### config.mk
export PLATFORM = sky130hd
export DESIGN_NAME = serial_tagged_line_deframer_unit
export DESIGN_NICKNAME = d
export VERILOG_FILES = /design/src/stld_pkg.sv /design/src/stld_line_ram.sv /design/src/serial_tagged_line_deframer_unit.sv
export SDC_FILE = /design/constraint.sdc
export NUM_CORES = 1
export LEC_CHECK = 0
export BUFFER_PORTS_ARGS = -buffer_cell sky130_fd_sc_hd__buf_2
export CAP_MARGIN = 20
export CORE_MARGIN = 3
export CORE_UTILIZATION = 66
export CTS_CLUSTER_DIAMETER = 100
export DETAILED_ROUTE_END_ITERATION = 10
export PLACE_DENSITY = 0.83
export SLEW_MARGIN = 20
export SYNTH_ARGS = -nofsm -noshare
export SYNTH_HDL_FRONTEND = slang
export SYNTH_SLANG_ARGS = --single-unit
### constraint.sdc
create_clock -name clk_i -period 9 [get_ports clk_i]
set_clock_uncertainty 0.2 [all_clocks]
set_input_delay 1.35 -clock clk_i [delete_from_list [all_inputs] [get_ports clk_i]]
set_output_delay 1.35 -clock clk_i [all_outputs]
set_load 0.03 [all_outputs]
### src/stld_pkg.sv
// Shared constants, types and helpers for the serial tagged line deframer.
package stld_pkg;

  localparam int unsigned LINE_BUF_LEN = 64;
  localparam int unsigned LINE_AW      = $clog2(LINE_BUF_LEN);

  localparam logic [7:0] CHAR_LF    = 8'h0A;
  localparam logic [7:0] CHAR_CR    = 8'h0D;
  localparam logic [7:0] CHAR_COLON = 8'h3A;
  localparam logic [7:0] CHAR_ZERO  = 8'h30;
  localparam logic [7:0] CHAR_TWO   = 8'h32;

  // Prefix length stripped from a tagged line.
  localparam logic [LINE_AW-1:0] TAG_LEN = LINE_AW'(2);

  typedef enum logic [1:0] {
    KIND_EP      = 2'd0,
    KIND_CONTROL = 2'd1,
    KIND_INFO    = 2'd2
  } kind_e;

  typedef enum logic [1:0] {
    ST_IDLE,
    ST_WR2,
    ST_EMIT
  } state_e;

  // One write to the line RAM.
  typedef struct packed {
    logic               en;
    logic [LINE_AW-1:0] addr;
    logic [7:0]         data;
  } ram_wr_t;

  function automatic logic is_tag_digit(input logic [7:0] c);
    return (c >= CHAR_ZERO) && (c <= CHAR_TWO);
  endfunction

endpackage

### src/stld_line_ram.sv
// Line buffer RAM: one write port, one read port with registered read data.
module stld_line_ram
  import stld_pkg::*;
(
  input  logic               clk_i,
  input  ram_wr_t            wr_i,
  input  logic               rd_en_i,
  input  logic [LINE_AW-1:0] rd_addr_i,
  output logic [7:0]         rd_data_o
);

  logic [7:0] mem_q [LINE_BUF_LEN];
  logic [7:0] rd_data_q;

  always_ff @(posedge clk_i) begin
    if (wr_i.en) begin
      mem_q[wr_i.addr] <= wr_i.data;
    end
  end

  always_ff @(posedge clk_i) begin
    if (rd_en_i) begin
      rd_data_q <= mem_q[rd_addr_i];
    end
  end

  assign rd_data_o = rd_data_q;

endmodule

### src/serial_tagged_line_deframer_unit.sv
// Top level: serial byte deframer building tagged CR-terminated lines.
//
//   channel | direction | handshake              | payload
//   --------+-----------+------------------------+----------------------------------
//   rx in   | input     | in_valid_i/in_ready_o  | rx_byte_i[7:0]
//   line out| output    | out_valid_o/out_ready_i| line_char_o, line_kind_o, line_end_o
//
// A plain byte or LF is taken in ST_IDLE without leaving it. A resync colon
// also passes through ST_WR2, since the RAM has one write port and the restarted
// line needs two entries written. A CR with a non-empty line holds the input in
// ST_EMIT while its characters (up to LINE_BUF_LEN-1) go out via the single RAM read port.
// Reset clears the fill count, the state and the output valid; RAM contents
// stay undefined, and only entries written in the current line are ever read.
// A stalled output word holds in the RAM read register; the next byte may be
// accepted while the last word of a line still waits.
module serial_tagged_line_deframer_unit
  import stld_pkg::*;
(
  input  logic       clk_i,
  input  logic       rst_ni,
  input  logic       in_valid_i,
  output logic       in_ready_o,
  input  logic [7:0] rx_byte_i,
  output logic       out_valid_o,
  input  logic       out_ready_i,
  output logic [7:0] line_char_o,
  output logic [1:0] line_kind_o,
  output logic       line_end_o
);

  state_e state_q, state_d;

  // Line bookkeeping. head0/head1/last shadow RAM entries 0, 1 and fill-1,
  // so the tag and resync checks never need a RAM read.
  logic [LINE_AW-1:0] fill_q, fill_d;
  logic [7:0]         head0_q, head0_d;
  logic [7:0]         head1_q, head1_d;
  logic [7:0]         last_q, last_d;

  // Emission pointers.
  logic [LINE_AW-1:0] idx_q, idx_d;
  logic [LINE_AW-1:0] end_q, end_d;
  kind_e              kind_q, kind_d;

  // Output word sideband (char comes straight from the RAM read register).
  logic  out_valid_q, out_valid_d;
  kind_e out_kind_q, out_kind_d;
  logic  out_end_q, out_end_d;

  ram_wr_t            ram_wr;
  logic               rd_en;
  logic [7:0]         rd_data;

  logic               acc;
  logic               has_tag;
  logic [LINE_AW-1:0] start;
  logic               resync;
  kind_e              tag_kind;

  assign acc = in_valid_i && in_ready_o;

  // Tag prefix seen at CR: digit then colon in the first two entries.
  assign has_tag = (fill_q >= TAG_LEN) && (head1_q == CHAR_COLON) && is_tag_digit(head0_q);
  assign start   = has_tag ? TAG_LEN : '0;

  // Colon right after a tag digit restarts the line on that digit,
  // unless the line already carries a prefix.
  assign resync = (rx_byte_i == CHAR_COLON) && (fill_q >= TAG_LEN) &&
                  (head1_q != CHAR_COLON) && is_tag_digit(last_q);

  always_comb begin
    unique case (head0_q)
      CHAR_ZERO: tag_kind = KIND_CONTROL;
      CHAR_TWO:  tag_kind = KIND_INFO;
      default:   tag_kind = KIND_EP;
    endcase
  end

  // During emission, issue a RAM read whenever the output register is free or being drained.
  assign rd_en = (state_q == ST_EMIT) && (!out_valid_q || out_ready_i);

  always_comb begin
    state_d      = state_q;
    fill_d       = fill_q;
    head0_d      = head0_q;
    head1_d      = head1_q;
    last_d       = last_q;
    idx_d        = idx_q;
    end_d        = end_q;
    kind_d       = kind_q;
    in_ready_o   = 1'b0;
    ram_wr.en    = 1'b0;
    ram_wr.addr  = fill_q;
    ram_wr.data  = rx_byte_i;

    unique case (state_q)
      ST_IDLE: begin
        in_ready_o = 1'b1;
        if (acc) begin
          priority if (rx_byte_i == CHAR_LF) begin
            // dropped
          end else if (rx_byte_i == CHAR_CR) begin
            fill_d = '0;
            idx_d  = start;
            end_d  = fill_q - LINE_AW'(1);
            kind_d = has_tag ? tag_kind : KIND_EP;
            if (fill_q > start) begin
              state_d = ST_EMIT;
            end
          end else if (resync) begin
            // entry 0 now, the colon into entry 1 next cycle
            ram_wr.en   = 1'b1;
            ram_wr.addr = '0;
            ram_wr.data = last_q;
            head0_d     = last_q;
            head1_d     = CHAR_COLON;
            last_d      = CHAR_COLON;
            fill_d      = TAG_LEN;
            state_d     = ST_WR2;
          end else if (fill_q < LINE_AW'(LINE_BUF_LEN - 1)) begin
            ram_wr.en = 1'b1;
            if (fill_q == '0) begin
              head0_d = rx_byte_i;
            end
            if (fill_q == LINE_AW'(1)) begin
              head1_d = rx_byte_i;
            end
            last_d = rx_byte_i;
            fill_d = fill_q + LINE_AW'(1);
          end else begin
            // overflow: byte dropped, line discarded
            fill_d = '0;
          end
        end
      end
      ST_WR2: begin
        ram_wr.en   = 1'b1;
        ram_wr.addr = LINE_AW'(1);
        ram_wr.data = CHAR_COLON;
        state_d     = ST_IDLE;
      end
      ST_EMIT: begin
        if (rd_en) begin
          idx_d = idx_q + LINE_AW'(1);
          if (idx_q == end_q) begin
            state_d = ST_IDLE;
          end
        end
      end
      default: begin
        state_d = ST_IDLE;
      end
    endcase
  end

  always_comb begin
    out_valid_d = out_valid_q;
    out_kind_d  = out_kind_q;
    out_end_d   = out_end_q;
    if (rd_en) begin
      out_valid_d = 1'b1;
      out_kind_d  = kind_q;
      out_end_d   = (idx_q == end_q);
    end else if (out_ready_i) begin
      out_valid_d = 1'b0;
    end
  end

  always_ff @(posedge clk_i or negedge rst_ni) begin
    if (!rst_ni) begin
      state_q     <= ST_IDLE;
      fill_q      <= '0;
      out_valid_q <= 1'b0;
    end else begin
      state_q     <= state_d;
      fill_q      <= fill_d;
      out_valid_q <= out_valid_d;
    end
  end

  always_ff @(posedge clk_i) begin
    head0_q    <= head0_d;
    head1_q    <= head1_d;
    last_q     <= last_d;
    idx_q      <= idx_d;
    end_q      <= end_d;
    kind_q     <= kind_d;
    out_kind_q <= out_kind_d;
    out_end_q  <= out_end_d;
  end

  stld_line_ram u_line_ram (
    .clk_i     (clk_i),
    .wr_i      (ram_wr),
    .rd_en_i   (rd_en),
    .rd_addr_i (idx_q),
    .rd_data_o (rd_data)
  );

  assign out_valid_o = out_valid_q;
  assign line_char_o = rd_data;
  assign line_kind_o = out_kind_q;
  assign line_end_o  = out_end_q;

  // RAM port use never overlaps: writes only outside emission.
  a_no_wr_during_rd : assert property (@(posedge clk_i) disable iff (!rst_ni)
    !(ram_wr.en && rd_en))
    else $error("RAM write and read issued together");

  // An accepted CR always clears the fill count.
  a_cr_clears : assert property (@(posedge clk_i) disable iff (!rst_ni)
    (acc && rx_byte_i == CHAR_CR) |=> (fill_q == '0))
    else $error("fill count not cleared after CR");

  // The second resync write state is always followed directly by ST_IDLE.
  a_wr2_one_cycle : assert property (@(posedge clk_i) disable iff (!rst_ni)
    (state_q == ST_WR2) |=> (state_q == ST_IDLE))
    else $error("resync write state stuck");

  // A resync leaves a two-entry line with a colon second.
  a_resync_len : assert property (@(posedge clk_i) disable iff (!rst_ni)
    (acc && resync && rx_byte_i != CHAR_CR && rx_byte_i != CHAR_LF)
      |=> (fill_q == TAG_LEN && head1_q == CHAR_COLON))
    else $error("resync left wrong line state");

  // A read only loads the output when it is empty or its word is being taken.
  a_rd_no_overwrite : assert property (@(posedge clk_i) disable iff (!rst_ni)
    rd_en |-> (!out_valid_q || out_ready_i))
    else $error("output word overwritten while stalled");

endmodule

Word-level counts from Yosys, hierarchy flattened
Memories as Yosys holds them, arrays and structs flattened. A register that Yosys moved wholly into a read port is not among the register bits. Index checks and enable logic that the tools add are counted.

Register bits after elaboration: 50. Input bits: 12. Output and inout port bits: 13. Word-level logic and storage cells: 103. Memories kept: 1. Memory bits (writable): 512.

Memories: u_line_ram.mem_q (depth 64, bits a word 8, read ports 1, clocked after Yosys merged registers in 1, write ports 1, RTL line stld_line_ram.sv:12) `logic [7:0] mem_q [LINE_BUF_LEN];`.

Reductions and logical operators: 25. $lt $le $gt $ge: 7. Multiplexer cells: 36. Eq/ne operators: 18. Add/sub/neg operators: 3. Bitwise operators: 2.

Operators by type and width (count): $mux 8 (6); $mux 15 (3); $mux 6 (7); $eq 8x6->1 const B (4); $pmux 15 s2 (1); $reduce_and 6->1 (3); $eq 8x4->1 const B (2); $ge 8x6->1 const B (2); $le 8x6->1 const B (2); $mux 2 (8); $mux 14 (1); $add 6x1->6 const B (2); $pmux 6 s2 (1); $reduce_and 5->1 (2); $reduce_bool 2->1 (5); $logic_and 1x1->1 (9); $ne 2x2->1 const B (4); $ne 8x6->1 const B (1); $pmux 2 s2 (2); $mux 1 (7); $eq 6x1->1 const B (1); $eq 6x6->1 (1); $ge 6x2->1 const B (1); $gt 6x2->1 (1); other kinds (13) (15).

Logic depth before layout (Yosys ltp)
Depth in word-level cells: 11. Mapped depth: 10. Gate-level depth less buffers: 10.

Modules after synthesis
A second synthesis with hierarchy kept.

Cell total of the unflattened synthesis: 1169. Area total of the unflattened synthesis: 22876.9 um^2.

By module, submodules not included: stld_line_ram (times used 1, cells an instance 940, area each 20246.9 um^2, seq. area each 15615.0 um^2); serial_tagged_line_deframer_unit (times used 1, cells an instance 229, area each 2630.0 um^2, seq. area each 1456.4 um^2).

Worst setup path before layout
Ideal clock, no wire load.

Path kind: input-to-reg. Start: in rx_byte_i[7]. End: mem u_line_ram.mem_q[0][0] (data pin). Arrival time: 4829 ps. Path buffers: 0. Data required time: 8097 ps. Library setup time: 703 ps. Stages on the path: 5. Slack: 3268 ps. Path through: or3b_1 -> or2_4 -> nor4_1 -> nand2_1 -> o21ai_0.

RTL lines: start, declared (RTL line serial_tagged_line_deframer_unit.sv:23) `input logic [7:0] rx_byte_i,`; end, declared (RTL line stld_line_ram.sv:12).

Worst setup path in the final report
Start: in in_valid_i. End: mem u_line_ram.mem_q[2][6], enable pin.

Longest elaborated chain between the ends: 5.

Ends and longest elaborated chain: start, declared (RTL line serial_tagged_line_deframer_unit.sv:21) `input logic in_valid_i,`; $logic_and 1x1->1 * (RTL line serial_tagged_line_deframer_unit.sv:60) `assign acc = in_valid_i && in_ready_o;`; $mux 15 * (RTL line serial_tagged_line_deframer_unit.sv:99) `if (acc) begin`; $pmux 15 s2 * (RTL line serial_tagged_line_deframer_unit.sv:96) `unique case (state_q)`; $mux 1 (RTL line stld_line_ram.sv:16) `if (wr_i.en) begin`; $mux 1 (not written as such) (RTL line stld_line_ram.sv:17) `mem_q[wr_i.addr] <= wr_i.data;`.

Every way passes the cells marked *; elsewhere a longest branch is shown, timed or not.

==> flow_metrics.tcl <==
set metrics [dict create \
    antenna_left 0 \
    synth-seq-area-share_pct 74.7 \
    first_iter_violations 2068 \
    grt_pass1_wl_um 82800 \
    syn_inst 1244 \
    n_antenna_cell 0 \
    fin_area_um2 25200 \
    cts_tree "yes" \
    post_drt_via_cell_ratio 7.21 \
    drv_cap 0 \
    period_minus_slack_ps 4990 \
    core_area_um2 33900 \
    synth.most_common_cell "edfxtp_1" \
    num_vias 12600 \
    ys_top_cells_by_count "edfxtp_1, mux2i_1, mux4_2" \
    grt_use_total_pct 31.2 \
    ys_async_sr_fraction_pct 1.58 \
    slew_viol_final 0 \
    postCtsSetupRepairBufs 0 \
    ys.flop_type "edfxtp_1" \
    hold_path_class "flip-flop to flip-flop" \
    syn_area_um2 22900 \
    finalCritPeriodShare_pct 55.5 \
    yosys_warnings 0 \
    htreeDepth 2 \
    clock-root-buffer "clkbuf_16" \
    wl_um 55500 \
    syn_avg_cell_area_um2 18.4 \
    status "complete, no violations" \
    synth_seq_cells 570 \
    dpl.hpwl_um 32600 \
    setup_viol_count_final 0 \
    placed_cell_area_um2 23400 \
    drive_gt1_share_pct 19.6 \
    drcViolationCount 0 \
    synth.area.top_cells "edfxtp_1, mux4_2, mux2i_1" \
    cts_made_buffers 53 \
    hold_buffers 0 \
    hold_slack_ps 227 \
    clock-sinks 570 \
    grt_max_degree 97 \
    cts.reportedPaths.clkPinSlew_ps 60 \
    die_w_um 192 \
    worstMarginPinSlew_ps 1100 \
    num_rows 67 \
    grt_pass1_vias 12700 \
    relSlewSlack_pct 26.4 \
    stdcell_count 1754 \
    ys_types 70 \
    fin_tns_setup_ps 0 \
    crit_path_end_kind "flip-flop" \
    yosysTopAreaCell "edfxtp_1" \
    ctsResizeCount 0 \
    synth_edf_count 561 \
    antenna_found_initial 1 \
    cp-start-kind "primary input" \
    cts_buffer_depth 3 \
    p_total_mw 7.64 \
    finalHoldViolations 0 \
    syn_nets 1263 \
    io_buffers 24 \
    crit_required_ps 9000 \
    overflow 0 \
    wl_per_cell_um 31.6 \
    start_util_pct 67.5 \
    die_y_um 192 \
    post-route-util_pct 74.4 \
    worstPathArrival_ps 5000 \
    pin_count 25 \
    gp_congestion 0.958 \
    power_density_nw_per_um2 303 \
    clock.fmax_mhz 200 \
    netlist.area_leader.share_pct 73.7 \
    drt_first_pass_iters 6 \
    die_area_um2 36900 \
    area_delta_synth_final_pct 10.2 \
    dp.cells 1657 \
    leakagePower_nw 8.13 \
    clock_latency_ps 580 \
    worst-setup-path-type "primary input to flip-flop" \
    fin_ws_ps 4010 \
    fin_nets 1283 \
    cp_max_fo 17 \
    ir_worst_vdd_mv 0.263 \
    dp_slack_ps 3680 \
    rsz0062_at_grt "no" \
]
-- where the power goes --
group          leakage, nW  total (mW)  internal (mW)  switching (mW)
Combinational         2.10        2.20          0.800            1.40
Sequential            5.17        3.19           3.07           0.122
Clock                0.856        2.25           1.29           0.964
Total                 8.13        7.64           5.15            2.49
-- cells in the final DEF (no fill, tap or decap), types with 11 or more instances in the layout --
| cell type | instances |
|---|---|
| a31oi_1 | 11 |
| o21ai_0 | 15 |
| nor3_1 | 13 |
| clkbuf_16 | 53 |
| o221ai_1 | 11 |
| clkinv_2 | 15 |
| a22oi_1 | 19 |
| nor2_1 | 76 |
| a21oi_1 | 23 |
| nand2_1 | 41 |
| buf_2 | 24 |
| buf_4 | 23 |
| mux4_2 | 83 |
| edfxtp_1 | 561 |
| mux2i_1 | 104 |
| nand3_1 | 13 |
| a211oi_1 | 14 |
-- final cells by class --
class,instances,area (um2)
Tap cell,448,561
Multi-Input combinational cell,580,5470
Clock buffer,62,1360
Clock inverter,35,373
Timing Repair Buffer,48,313
Inverter,11,41.3
Sequential cell,570,17100
Fill cell,1824,8680
-- metal layers --
metal	up-vias	global-route usage (%)	share of wire (%)
li1	5077	-	-
met5	-	0	0
met2	1054	48.2	47
met3	204	7.78	13
met4	0	12.2	4.6
met1	6312	43.9	35
-- kinds of logic after synthesis --
| kind of cell | count (synthesis) | share of synthesized area, % |
|---|---|---|
| DFF | 570 | 74.7 |
| and+or+nand+nor | 215 | 4.79 |
| muxes | 190 | 12.9 |
| AOI/OAI and AO/OA | 154 | 4.87 |
| buffers and inverters | 94 | 1.87 |
| xor gates and xnor gates | 14 | 0.536 |
| adders and majority gates | 7 | 0.383 |
-- critical path: stages --
cell and delay, ps:
buf_2 130, nor3b_1 760, o31a_1 800, nand4_1 900
a31oi_1 1050
-- state kept, by name (all words and copies together), names as in the netlist --
| name | cells |
|---|---|
| out_valid_o | 1 |
| idx_q | 6 |
| u_line_ram.mem_q | 512 |
| line_end_o | 1 |
| kind_q | 2 |
| last_q | 8 |
| head1_q | 8 |
| head0_q | 8 |
| u_line_ram.rd_data_o | 8 |
| state_q | 2 |
| fill_q | 6 |
| end_q | 6 |
| line_kind_o | 2 |
-- final timing paths --
path / startpoint / cells past startpoint / slack (ps) / endpoint
setup / recovery: in_valid_i / 5 / 4010 / u_line_ram.mem_q[2][6]
hold / removal: kind_q[0] / 0 / 230 / line_kind_o[0]
setup reg to reg: fill_q[0] / 6 / 4090 / u_line_ram.mem_q[2][6]
hold reg to reg: kind_q[0] / 0 / 230 / line_kind_o[0]
max in group asynchronous: rst_ni / 1 / 7960 / out_valid_o
min in group asynchronous: rst_ni / 1 / 430 / fill_q[3]
(Power assumes the default switching activity.)
